[config.mk]
export PLATFORM = sky130hd
export DESIGN_NAME = three_term_recurrence_checksum_core_flat
export DESIGN_NICKNAME = d
export VERILOG_FILES = /design/src/design/ttrc_pkg.sv /design/src/design/ttrc_in_if.sv /design/src/design/ttrc_out_if.sv /design/src/design/three_term_recurrence_checksum_core.sv /design/src/design/ttrc_step.sv /design/src/flat_wrapper.sv
export SDC_FILE = /design/constraint.sdc
export NUM_CORES = 1
export LEC_CHECK = 0
export BUFFER_PORTS_ARGS = -buffer_cell sky130_fd_sc_hd__buf_2
export CAP_MARGIN = 40
export CELL_PAD_IN_SITES_DETAIL_PLACEMENT = 0
export CELL_PAD_IN_SITES_GLOBAL_PLACEMENT = 1
export CORE_UTILIZATION = 25
export CTS_BUF_LIST = sky130_fd_sc_hd__clkbuf_2
export CTS_CLUSTER_SIZE = 12
export DETAILED_ROUTE_END_ITERATION = 10
export PLACE_DENSITY_LB_ADDON = 0.12
export SKIP_LAST_GASP = 1
export SYNTH_ARGS = -nofsm -noshare
export SYNTH_HDL_FRONTEND = slang
export SYNTH_SLANG_ARGS = --single-unit
[constraint.sdc]
create_clock -name clk -period 14.4 [get_ports clk]
set_input_delay 2.88 -clock clk [delete_from_list [all_inputs] [get_ports clk]]
set_output_delay 2.88 -clock clk [all_outputs]
set_load 0.1 [all_outputs]
[src/design/ttrc_pkg.sv]
// Package for the three-term recurrence checksum core.
// Holds the term and index types, the recurrence state struct and the fixed constants.
// No dependencies.
package ttrc_pkg;

  typedef logic [15:0] term_t;
  typedef logic [7:0]  idx_t;
  typedef logic [7:0]  byte_t;

  typedef struct packed {
    term_t older;
    term_t newer;
    idx_t  index;
  } rec_state_t;

  localparam term_t       CK_MOD      = 16'hFFFF;
  localparam logic [4:0]  ALPHA_MUL   = 5'd17;
  localparam logic [4:0]  BETA_MUL    = 5'd31;
  localparam logic [2:0]  SEED_OFFSET = 3'd7;
  localparam term_t       OLDER_SEED  = 16'd1;
  localparam idx_t        INDEX_SEED  = 8'd1;

endpackage

[src/design/ttrc_in_if.sv]
// Input channel of the checksum core: valid/ready plus one byte word with block marks.
// Depends on ttrc_pkg.
interface ttrc_in_if;
  logic            valid;
  logic            ready;
  ttrc_pkg::byte_t data_byte;
  logic            first_byte;
  logic            last_byte;

  modport source (output valid, output data_byte, output first_byte, output last_byte,
                  input ready);
  modport sink   (input valid, input data_byte, input first_byte, input last_byte,
                  output ready);
endinterface

[src/design/ttrc_out_if.sv]
// Result channel of the checksum core: valid/ready plus the 16-bit checksum word.
// Depends on ttrc_pkg.
interface ttrc_out_if;
  logic            valid;
  logic            ready;
  ttrc_pkg::term_t checksum;

  modport source (output valid, output checksum, input ready);
  modport sink   (input valid, input checksum, output ready);
endinterface

[src/design/three_term_recurrence_checksum_core.sv]
// Top level of the three-term recurrence checksum core.
// Depends on ttrc_pkg, ttrc_in_if, ttrc_out_if and ttrc_step.
//
// Takes one byte word per cycle, marked first and last, and returns the checksum of the
// block one word per block, from the result register after the last byte is accepted. Each
// accepted word is held in the input register, then one pass through the recurrence step (two
// narrow products, a subtract and an end-around 65535 reduction) updates the state and,
// on a last byte, loads the result register. The input side keeps taking words while a
// checksum waits; it stalls only when a last byte meets a result still not taken.
module three_term_recurrence_checksum_core (
  input  logic              clk,
  input  logic              rst_n,
  ttrc_in_if.sink           in_bus,
  ttrc_out_if.source        out_bus
);

  logic                 s1_valid_r;
  ttrc_pkg::byte_t      s1_byte_r;
  logic                 s1_first_r;
  logic                 s1_last_r;
  ttrc_pkg::rec_state_t state_r;
  ttrc_pkg::rec_state_t state_nxt;
  logic                 out_valid_r;
  ttrc_pkg::term_t      checksum_r;
  logic                 advance;
  logic                 in_take;

  ttrc_step u_step (
    .data_byte  (s1_byte_r),
    .first_byte (s1_first_r),
    .cur        (state_r),
    .nxt        (state_nxt)
  );

  assign advance       = s1_valid_r && (!s1_last_r || !out_valid_r || out_bus.ready);
  assign in_bus.ready  = !s1_valid_r || advance;
  assign in_take       = in_bus.valid && in_bus.ready;
  assign out_bus.valid = out_valid_r;
  assign out_bus.checksum = checksum_r;

  always_ff @(posedge clk) begin
    if (!rst_n) begin
      s1_valid_r  <= 1'b0;
      out_valid_r <= 1'b0;
      state_r.older <= 16'd1;
      state_r.newer <= 16'd1;
      state_r.index <= 8'd0;
    end else begin
      if (in_bus.ready) begin
        s1_valid_r <= in_bus.valid;
      end
      if (advance) begin
        state_r <= state_nxt;
      end
      if (advance && s1_last_r) begin
        out_valid_r <= 1'b1;
      end else if (out_bus.ready) begin
        out_valid_r <= 1'b0;
      end
    end
  end

  always_ff @(posedge clk) begin
    if (in_take) begin
      s1_byte_r  <= in_bus.data_byte;
      s1_first_r <= in_bus.first_byte;
      s1_last_r  <= in_bus.last_byte;
    end
    if (advance && s1_last_r) begin
      checksum_r <= state_nxt.newer;
    end
  end

`ifndef ASSERT_OFF
  a_checksum_range: assert property (@(posedge clk) disable iff (!rst_n)
    out_valid_r |-> checksum_r != ttrc_pkg::CK_MOD)
    else $error("checksum out of range");

  a_older_range: assert property (@(posedge clk) disable iff (!rst_n)
    state_r.older != ttrc_pkg::CK_MOD && state_r.newer != ttrc_pkg::CK_MOD)
    else $error("recurrence term out of range");

  a_seed: assert property (@(posedge clk) disable iff (!rst_n)
    advance && s1_first_r |=> state_r.index == ttrc_pkg::INDEX_SEED &&
                              state_r.older == ttrc_pkg::OLDER_SEED)
    else $error("first byte did not seed the recurrence");

  a_no_spurious: assert property (@(posedge clk) disable iff (!rst_n)
    advance && !s1_last_r |=> out_valid_r == $past(out_valid_r && !out_bus.ready))
    else $error("result word appeared without a last byte");
`endif

endmodule

[src/design/ttrc_step.sv]
// One step of the three-term recurrence: seeds on a first byte, else forms the next term
// modulo 65535 with end-around reduction. Purely combinational; depends on ttrc_pkg.
module ttrc_step (
  input  ttrc_pkg::byte_t      data_byte,
  input  logic                 first_byte,
  input  ttrc_pkg::rec_state_t cur,
  output ttrc_pkg::rec_state_t nxt
);

  logic [12:0] alpha_full;
  logic [12:0] beta_full;
  logic [7:0]  alpha;
  logic [7:0]  beta;
  logic [8:0]  gain;
  logic [24:0] plus;
  logic [24:0] minus;
  logic        non_neg;
  logic [24:0] mag;
  logic [16:0] fold;
  logic [16:0] fold_red;
  logic [15:0] rem;
  logic [15:0] neg_val;
  logic [15:0] fresh;

  always_comb begin
    alpha_full = {5'd0, cur.index} * {8'd0, ttrc_pkg::ALPHA_MUL};
    beta_full  = {5'd0, cur.index} * {8'd0, ttrc_pkg::BETA_MUL};
    alpha      = alpha_full[7:0];
    beta       = beta_full[7:0];
    gain       = {1'b0, data_byte} + {1'b0, alpha};
    plus       = {16'd0, gain} * {9'd0, cur.newer};
    minus      = {17'd0, beta} * {9'd0, cur.older};
    non_neg    = plus >= minus;
    mag        = non_neg ? (plus - minus) : (minus - plus);
    // fold: 2^16 = 1 mod 65535
    fold       = {1'b0, mag[15:0]} + {8'd0, mag[24:16]};
    fold_red   = (fold >= {1'b0, ttrc_pkg::CK_MOD}) ? (fold - {1'b0, ttrc_pkg::CK_MOD})
                                                    : fold;
    rem        = fold_red[15:0];
    case (rem)
      16'd0:   neg_val = 16'd1;
      16'd1:   neg_val = 16'd0;
      default: neg_val = 16'(17'h10000 - {1'b0, rem});
    endcase
    fresh = non_neg ? rem : neg_val;

    if (first_byte) begin
      nxt.older = ttrc_pkg::OLDER_SEED;
      nxt.newer = {8'd0, data_byte} + {13'd0, ttrc_pkg::SEED_OFFSET};
      nxt.index = ttrc_pkg::INDEX_SEED;
    end else begin
      nxt.older = cur.newer;
      nxt.newer = fresh;
      nxt.index = cur.index + 8'd1;
    end
  end

endmodule
[src/flat_wrapper.sv]
// flat-port wrapper written by rule: the top's interface ports become plain ports
module three_term_recurrence_checksum_core_flat 
  (clk, rst_n, in_bus_valid, in_bus_data_byte, in_bus_first_byte, in_bus_last_byte, in_bus_ready, out_bus_valid, out_bus_checksum, out_bus_ready);
  ttrc_in_if in_bus_i ();
  ttrc_out_if out_bus_i ();
  input  logic clk;
  input  logic rst_n;
  input wire logic [$bits(in_bus_i.valid)-1:0] in_bus_valid;
  input wire logic [$bits(in_bus_i.data_byte)-1:0] in_bus_data_byte;
  input wire logic [$bits(in_bus_i.first_byte)-1:0] in_bus_first_byte;
  input wire logic [$bits(in_bus_i.last_byte)-1:0] in_bus_last_byte;
  output wire logic [$bits(in_bus_i.ready)-1:0] in_bus_ready;
  output wire logic [$bits(out_bus_i.valid)-1:0] out_bus_valid;
  output wire logic [$bits(out_bus_i.checksum)-1:0] out_bus_checksum;
  input wire logic [$bits(out_bus_i.ready)-1:0] out_bus_ready;
  assign in_bus_i.valid = in_bus_valid;
  assign in_bus_i.data_byte = in_bus_data_byte;
  assign in_bus_i.first_byte = in_bus_first_byte;
  assign in_bus_i.last_byte = in_bus_last_byte;
  assign in_bus_ready = in_bus_i.ready;
  assign out_bus_valid = out_bus_i.valid;
  assign out_bus_checksum = out_bus_i.checksum;
  assign out_bus_i.ready = out_bus_ready;
  three_term_recurrence_checksum_core u_core (.clk(clk), .rst_n(rst_n), .in_bus(in_bus_i), .out_bus(out_bus_i));
endmodule
### Word level (Yosys, flattened, before mapping)

Index checks and enable logic that the tools add are counted.

| storage, ports and cells | value |
|---|---|
| logic and storage cells | 42 |
| bits of input ports | 14 |
| output and inout port bits | 18 |
| flip-flop bits (word level) | 68 |

| cells by class | value |
|---|---|
| multiply operators | 4 |
| add/subtract/negate cells | 8 |
| magnitude comparators | 2 |
| reduce and logical (&&, ||, !) cells | 11 |
| equal/unequal tests | 1 |
| muxes and demuxes | 7 |

Operators by type and width:

| kind | number |
|---|---|
| 40-bit two-way mux | 1 |
| 16-bit two-way mux | 2 |
| 16-bit one-hot mux with 2 select lines | 1 |
| 25-bit by 24-bit greater-or-equal comparator with 1-bit output | 1 |
| 9-bit by 16-bit multiplier with 25-bit output | 1 |
| 25-bit two-way mux | 1 |
| 24-bit by 25-bit subtractor with 25-bit output | 1 |
| 25-bit by 24-bit subtractor with 25-bit output | 1 |
| 8-bit by 16-bit multiplier with 24-bit output | 1 |
| 16-bit by 9-bit adder with 17-bit output | 1 |
| 17-bit by 16-bit greater-or-equal comparator with 1-bit output, second input constant | 1 |
| 16-bit by 1-bit == test with 1-bit output, second input constant | 1 |
| 16-bit logical NOT | 1 |
| 8-bit by 5-bit multiplier with 8-bit output, second input constant | 2 |
| 1-bit by 16-bit subtractor with 16-bit output, first input constant | 1 |
| 16-bit subtractor, second input constant | 1 |
| 8-bit by 3-bit adder with 9-bit output, second input constant | 1 |
| 8-bit by 8-bit adder with 9-bit output | 1 |
| 8-bit by 1-bit adder with 8-bit output, second input constant | 1 |
| 1-bit logical AND | 3 |
| 1-bit logical NOT | 3 |
| 1-bit logical OR | 3 |
| 1-bit two-way mux | 2 |
| 2-bit nonzero test | 1 |

### Longest topological paths before layout

Gate-level depths: netlist of the first run.

| logic depth | value |
|---|---|
| depth after elaboration | 12 |
| gate-level depth with buffers | 76 |
| mapped depth without buffers | 70 |

### By module

A second synthesis of the first run with hierarchy kept.

| unflattened totals | value |
|---|---|
| cell total of the unflattened synthesis | 1948 |
| area, all modules | 16303.1 um^2 |

By module, submodules not included:

| module | area an instance (um^2) | seq. area each (um^2) | cells an instance | instances |
|---|---|---|---|---|
| ttrc_step | 13775.7 | 0.0 | 1737 | 1 |
| three_term_recurrence_checksum_core | 2527.4 | 1621.6 | 211 | 1 |

### Worst setup path before layout of the first run

Ideal clock, no wire load.

| timing | value |
|---|---|
| path type | flip-flop to flip-flop |
| start | register u_core.state_r[2] in the netlist's numbering |
| end | register u_core.state_r[16] in the netlist's numbering |
| cell stages (with the launch flop) | 75 |
| data arrival time | 15.254 ns |
| slack | -0.928 ns |
| data required time | 14.326 ns |
| buffers on the path | 7 |
| library setup time | 0.074 ns |
| period minus slack after synthesis | 15.328 ns |
| cell sequence | dfxtp_1 > inv_1 > fa_1 > inv_1 > fa_1 > inv_1 > fa_1 > inv_1 > ha_1 > a21oi_1 > xnor2_1 > clkbuf_1 > and2_1 > fa_1 > inv_1 > fa_1 > inv_1 > fa_1 > [... 39 more ...] > and2_1 > nand2b_1 > or3_1 > a211oi_2 > o211ai_2 > buf_2 > and2_1 > clkbuf_1 > xnor2_1 > inv_1 > ha_1 > or2_2 > o21ai_1 > nor4_4 > or2_2 > buf_6 > o21bai_1 > a31oi_1 |

| on the way | value |
|---|---|
| longest elaborated chain between the ends | 12 |
| elaborated cells on any way between the ends | 19 |
| those cells by class | add/sub: 6; mul: 4; order compare: 2; eq/ne: 1; mux: 5; reduce/logical: 1 |

Ends and longest elaborated chain:

| what | line | source |
|---|---|---|
| start, declared | three_term_recurrence_checksum_core.sv:21 | `ttrc_pkg::rec_state_t state_r;` |
| start signal, assigned | three_term_recurrence_checksum_core.sv:53 | `state_r <= state_nxt;` |
| 8-bit by 5-bit multiplier with 8-bit output | ttrc_step.sv:26 | `alpha_full = {5'd0, cur.index} * {8'd0, ttrc_pkg::ALPHA_MUL};` |
| 8-bit by 8-bit adder with 9-bit output | ttrc_step.sv:30 | `gain = {1'b0, data_byte} + {1'b0, alpha};` |
| 9-bit by 16-bit multiplier with 25-bit output | ttrc_step.sv:31 | `plus = {16'd0, gain} * {9'd0, cur.newer};` |
| 24-bit by 25-bit subtractor with 25-bit output, or another cell as far along | ttrc_step.sv:34 | `mag = non_neg ? (plus - minus) : (minus - plus);` |
| 25-bit two-way mux | ttrc_step.sv:34 |  |
| 16-bit by 9-bit adder with 17-bit output | ttrc_step.sv:36 | `fold = {1'b0, mag[15:0]} + {8'd0, mag[24:16]};` |
| 16-bit subtractor / 17-bit by 16-bit greater-or-equal comparator with 1-bit output (equally long branches) | ttrc_step.sv:37 | `fold_red = (fold >= {1'b0, ttrc_pkg::CK_MOD}) ? (fold - {1'b0, ttrc_pkg::CK_MOD})` |
| 16-bit two-way mux | ttrc_step.sv:37 |  |
| 1-bit by 16-bit subtractor with 16-bit output, or another cell as far along | ttrc_step.sv:43 | `default: neg_val = 16'(17'h10000 - {1'b0, rem});` |
| 16-bit one-hot mux with 2 select lines | ttrc_step.sv:40 | `case (rem)` |
| 16-bit two-way mux (*) | ttrc_step.sv:45 | `fresh = non_neg ? rem : neg_val;` |
| 40-bit two-way mux (*) | ttrc_step.sv:47 | `if (first_byte) begin` |

Mark *: on every way between the ends. The rest lies on a longest branch, timed or not.
A chain may end at the register's enable or synchronous reset.

==> results of run 1 <==
[final timing paths]
| kind | slack (ns) | end | depth (start not counted) |
|---|---|---|---|
| setup / recovery | 0.54 | u_core.out_bus.checksum[4] | 67 |
| hold / removal | 0.55 | u_core.state_r[11] | 2 |
| setup reg to reg | 0.54 | u_core.out_bus.checksum[4] | 67 |
| hold reg to reg | 0.55 | u_core.state_r[11] | 2 |
[cells by family (layout without fill, tap and decap cells)]
family	Yosys count	after routing	synth area share, %
AND/OR/NAND/NOR	584	584	18.6
buffers and inverters	378	460	9.32
adder cells (fa/ha/maj)	370	370	38.8
AO/OA/AOI/OAI	343	343	14.2
XOR/XNOR	135	135	7.57
flip-flops	68	68	10.3
multiplexers	17	17	1.20
other	0	1	0
[cells in the final DEF, fill, tap and decap left out, types with 33 or more instances in the layout]
master   Yosys  routed
a21oi_1    112      94
o21ai_0     40      38
nand2_1    228     226
and2_1     125     121
ha_1       172     162
nand3_1     35      34
xor2_1      36      33
a21o_1      51      51
nor2b_1     36      36
dfxtp_1     42      37
fa_1       197     195
inv_1      300     296
xnor2_1     98      88
nor2_1      70      69
buf_4        3     104
[cell type report]
type | count | area share (%)
multi-input cells | 1449 | 72.5
clock inverters | 4 | 0.407
clock buffers | 12 | 0.331
diodes | 1 | 0.0138
inverters | 300 | 6.20
repair buffers | 144 | 5.75
flip-flops and latches | 68 | 8.98
well taps | 837 | 5.77
[routing by layer]
metal	track usage, %	vias up	part of all wire, %
met4	2.44	0	1.1
met3	2.03	33	2.7
li1	-	6239	-
met2	28.0	145	47
met5	0	-	0
met1	23.2	6366	49
[timing repair]
action,in CTS,in global routing
pin swaps,4,56
resized for setup,4,81
hold buffers,0,0
setup endpoints to repair,28,32
setup buffers,1,25
[flip-flops by register name, summed over array words and instances (netlist names)]
signal / cells
u_core.s1_last_r: 1
u_core.out_bus.checksum: 16
u_core.s1_byte_r: 8
u_core.out_bus.valid: 1
u_core.state_r: 40
u_core.s1_valid_r: 1
u_core.s1_first_r: 1
[worst max-delay path: cells and delay by family, from the launching register on]
family / cells / cell delay [ns]
and+or+nand+nor: 17 / 2.77
buffers and inverters: 13 / 1.18
muxes: 1 / 0.21
DFF: 1 / 0.37
adders and majority gates: 12 / 4.82
AOI/OAI and AO/OA: 19 / 3.48
xor gates and xnor gates: 5 / 0.79
[through the flow]
stage	instance area [µm²]	setup TNS [ns]	hold slack, ns
final	18200	0	0.555
after global placement	17400	0	0.506
after global routing	18200	-3.82	0.584
after detailed placement	17400	-0.533	0.508
after CTS	17500	0	0.552
after floorplan	15900	0	0.431
==> impl_metrics.ini, run 1 <==
[place]
io_buffers = 31
dp_hpwl_um = 44300
pre_cts_ws_ns = -0.0612
dp_cells = 2774
gp_congestion = 0.849

[clock_tree]
cts_buffers = 9
cts_tree = done
clk_latency_ns = 0.67
cts_buffer_depth = 2
cts_sinks = 68
htree_levels = 3
cts.clk_slew.worst_paths_ns = 0.19
ctsRootBufferMaster = clkbuf_2

[synthesis]
ys_types = 80
yosysTopAreaCell = fa_1
syn_inst = 1895
syn-cell-area_um2 = 15700
synth.most_common_cell = inv_1
netlist_top_cells_count = inv_1, nand2_1, fa_1, ha_1, and2_1
async_reset_ff_share_pct = 0
yosys.area.top_type_share_pct = 25.1
ys_seq_area_share_pct = 10.3
ys_seq_elements = 68
synth.area.top_cells = fa_1, ha_1, inv_1, xnor2_1, nand2_1
ys.flop_type = dfxtp_1
synth-edff-count = 26
syn_nets = 2278
yosys_warnings = 0
synth_area_per_cell_um2 = 8.30

[setup_path]
cp-startpoint = u_core.state_r[1]
cpPeakStageDelay_ns = 0.57
crit_path_start_kind = register
endpoint_kind = register
timing.rr.start = u_core.state_r[1]
critPathArrivalTime_ns = 14.30
path_class = register to register
cp_max_fo = 6
required_ns = 14.84
slowest_stage = fa_1

[hold_path]
hp-start = u_core.state_r[11]
hp-class = register to register

[route]
via_per_inst = 4.54
drc = 0
drt_iter0_markers = 575
ant_nets = 0
wl_per_cell_um = 18.3
finalWirelength_um = 51500
num_vias = 12783
dr.pass1.iters = 5

[global_routing]
antenna_found_initial = 3
grt_pass1_vias = 13329
track_usage_pct = 16.7
grt_first_pass_wirelength_um = 80700
gr-total-overflow = 0
grt_max_degree = 34

[layout]
seq_area_um2 = 1630
drive_gt1_share_pct = 13.9
n_fill_cell = 6754
fin_util_pct = 29.3
areaGrowthSynthToFinish_pct = 15.4
nets = 2355
multiInputGateArea_um2 = 13200
instances_no_fill = 2815

[sta]
fin_crit_sh_pct = 96.2
relSlewSlack_pct = 42.1
drv_slew = 0
finalClockSkew_ns = 0.0269
tightest_slew_ns = 0.868
finalHoldViolCount = 0
fmax_mhz = 72.2
setup_viol = 0
rsz0062_at_grt = true
setup_slack_ns = 0.542
fin_crit_ns = 13.86

[die]
die_h_um = 253
start_util_pct = 25.4
rows = 91
ios = 32
die_area_um2 = 63900
core_area_um2 = 61900
die_width_um = 253

[outcome]
status = finished, final reports clean

[flow_run]
maxCapViolCount = 0
Power of run 1 is left out: the tool's default activity adds up to more than one toggle a clock period on the data nets, which glitch-free logic cannot reach.
==> run 2: changes to the inputs <==
--- a/config.mk
+++ b/config.mk
@@ -11,9 +11,10 @@
 export CELL_PAD_IN_SITES_GLOBAL_PLACEMENT = 1
 export CORE_UTILIZATION = 25
 export CTS_BUF_LIST = sky130_fd_sc_hd__clkbuf_2
-export CTS_CLUSTER_SIZE = 12
+export CTS_CLUSTER_SIZE = 16
 export DETAILED_ROUTE_END_ITERATION = 10
-export PLACE_DENSITY_LB_ADDON = 0.12
+export GPL_TIMING_DRIVEN = 1
+export PLACE_DENSITY_LB_ADDON = 0.1
 export SKIP_LAST_GASP = 1
 export SYNTH_ARGS = -nofsm -noshare
 export SYNTH_HDL_FRONTEND = slang
==> impl_metrics.ini, run 2 (synthesized netlist as in run 1, its figures left out) <==
[outcome]
status = finished, final reports clean

[die]
die_area_um2 = 63900
ios = 32
die_width_um = 253
rows = 91
die_h_um = 253
core_area_um2 = 61900
start_util_pct = 25.4

[setup_path]
cpPeakStageDelay_ns = 0.56
required_ns = 14.96
critPathArrivalTime_ns = 14.49
worstSetupEndpoint = u_core.state_r[8]
crit_path_start_kind = register
timing.rr.start = u_core.state_r[2]
slowest_stage = fa_1
r2r_end = u_core.state_r[8]
cp-startpoint = u_core.state_r[2]
cp_max_fo = 5
path_class = register to register
endpoint_kind = register
ff2ff_setup_slack_ns = 0.47
cp_common_cell = fa_1
r2r_cells = 67

[layout]
largest_reg_flops = 40
final_cell_mix = inv_1, nand2_1, fa_1, ha_1, and2_1
areaGrowthSynthToFinish_pct = 16.2
finalInstanceArea_um2 = 18300
top_register = u_core.state_r
fin_util_pct = 29.5
layout_commonest_cell = inv_1
nets = 2369
drive_gt1_share_pct = 15.1
n_fill_cell = 6731

[sta]
fin_crit_ns = 13.93
relSlewSlack_pct = 37.4
setup_viol = 0
drv_slew = 0
finalHoldViolCount = 0
fmax_mhz = 71.8
finalClockSkew_ns = 0.0304
fin_crit_sh_pct = 96.7
tightest_slew_ns = 0.939
rsz0062_at_grt = true

[route]
met3_length_um = 1400
num_vias = 12903
wl_met2_um = 24100
drc = 0
finalWirelength_um = 52200
via_per_inst = 4.56
ant_nets = 0
wl_met1_um = 26000
wl_per_cell_um = 18.4
drt_iter0_markers = 618
dr.pass1.iters = 4
routed.top_layer = met4

[global_routing]
antenna_found_initial = 1
grt_max_degree = 34
grt_pass1_vias = 13566
gr-total-overflow = 0
track_usage_pct = 16.9
grt_first_pass_wirelength_um = 83000

[place]
gp_congestion = 0.878
dp_hpwl_um = 44300
io_buffers = 31
place_area_um2 = 17400

[clock_tree]
cts_buffers = 9
cts.clk_slew.worst_paths_ns = 0.21
cts_tree = done
cts_sinks = 68
cts_buffer_depth = 2
postCtsHoldBufs = 0
htree_levels = 3
ctsRootBufferMaster = clkbuf_2
clk_latency_ns = 0.64

[hold_path]
hp-class = register to register

[flow_run]
maxCapViolCount = 0
[run 2: cell types whose count changed in the layout (fill, tap and decap cells not counted), moves of 5 or more]
cell	delta
inv_2	+5
nor2_1	-6
nor2_2	+5
buf_4	+11
inv_1	-5
[run 2: per-layer routing]
metal  GRT usage [%]  vias to the layer above
met3            1.95                       28
met5               0                        -
met1            24.3                     6433
met4            2.75                        0
met2            27.4                      160
li1                -                     6282
[run 2: worst min path at each step]
stage / start / end / slack (ns) / depth (start not counted)
6_report: u_core.s1_valid_r / u_core.s1_valid_r / 0.57 / 2
5_1_grt: u_core.s1_valid_r / u_core.s1_valid_r / 0.61 / 2
4_1_cts: u_core.s1_valid_r / u_core.s1_valid_r / 0.58 / 2
3_5_place_dp: u_core.s1_valid_r / u_core.s1_valid_r / 0.54 / 2
3_3_place_gp: u_core.s1_valid_r / u_core.s1_valid_r / 0.53 / 2
2_1_floorplan: u_core.state_r[9] / u_core.state_r[25] / 0.43 / 2
[run 2: final cells by class]
cell class                 count  area, µm²  area share (%)
clock inverter                 5       52.6           0.288
sequential                    68       1630            8.92
clock buffer                  11       55.1           0.301
tap                          837       1050            5.73
antenna                        3       7.51          0.0411
multi-input combinational   1449      13200            72.1
timing repair buffer         158       1190            6.50
inverter                     300       1130            6.16
[run 2: timing repair]
action / 4_1_cts / 5_1_grt
setup endpoints to repair: 31 / 32
setup buffers: 8 / 29
pin swaps: 6 / 73
gates resized for setup: 11 / 86
gates cloned: 1 / 0
hold endpoints to repair: 0 / 0
[run 2: metrics by stage]
step                      instances  hold slack [ns]  setup WS, ns  TNS [ns]
after detailed placement       2776            0.544        -0.147     -2.22
after global routing           2829            0.615        -0.128     -1.72
after global placement         2773            0.534        0.0372         0
final                          2831            0.574         0.470         0
after CTS                      2801            0.577      0.000467         0
after floorplan                1895            0.431        0.0116         0
[run 2: worst max-delay path: cells and delay by family, from the launching register on]
kind	cells	cell delay, ns
compound gates	24	4.49
simple gates	15	2.32
xor+xnor	4	0.65
mux	1	0.18
flops	1	0.41
fa+ha+maj	10	4.52
buf+inv	13	1.27
Power of run 2 is left out for the same reason.
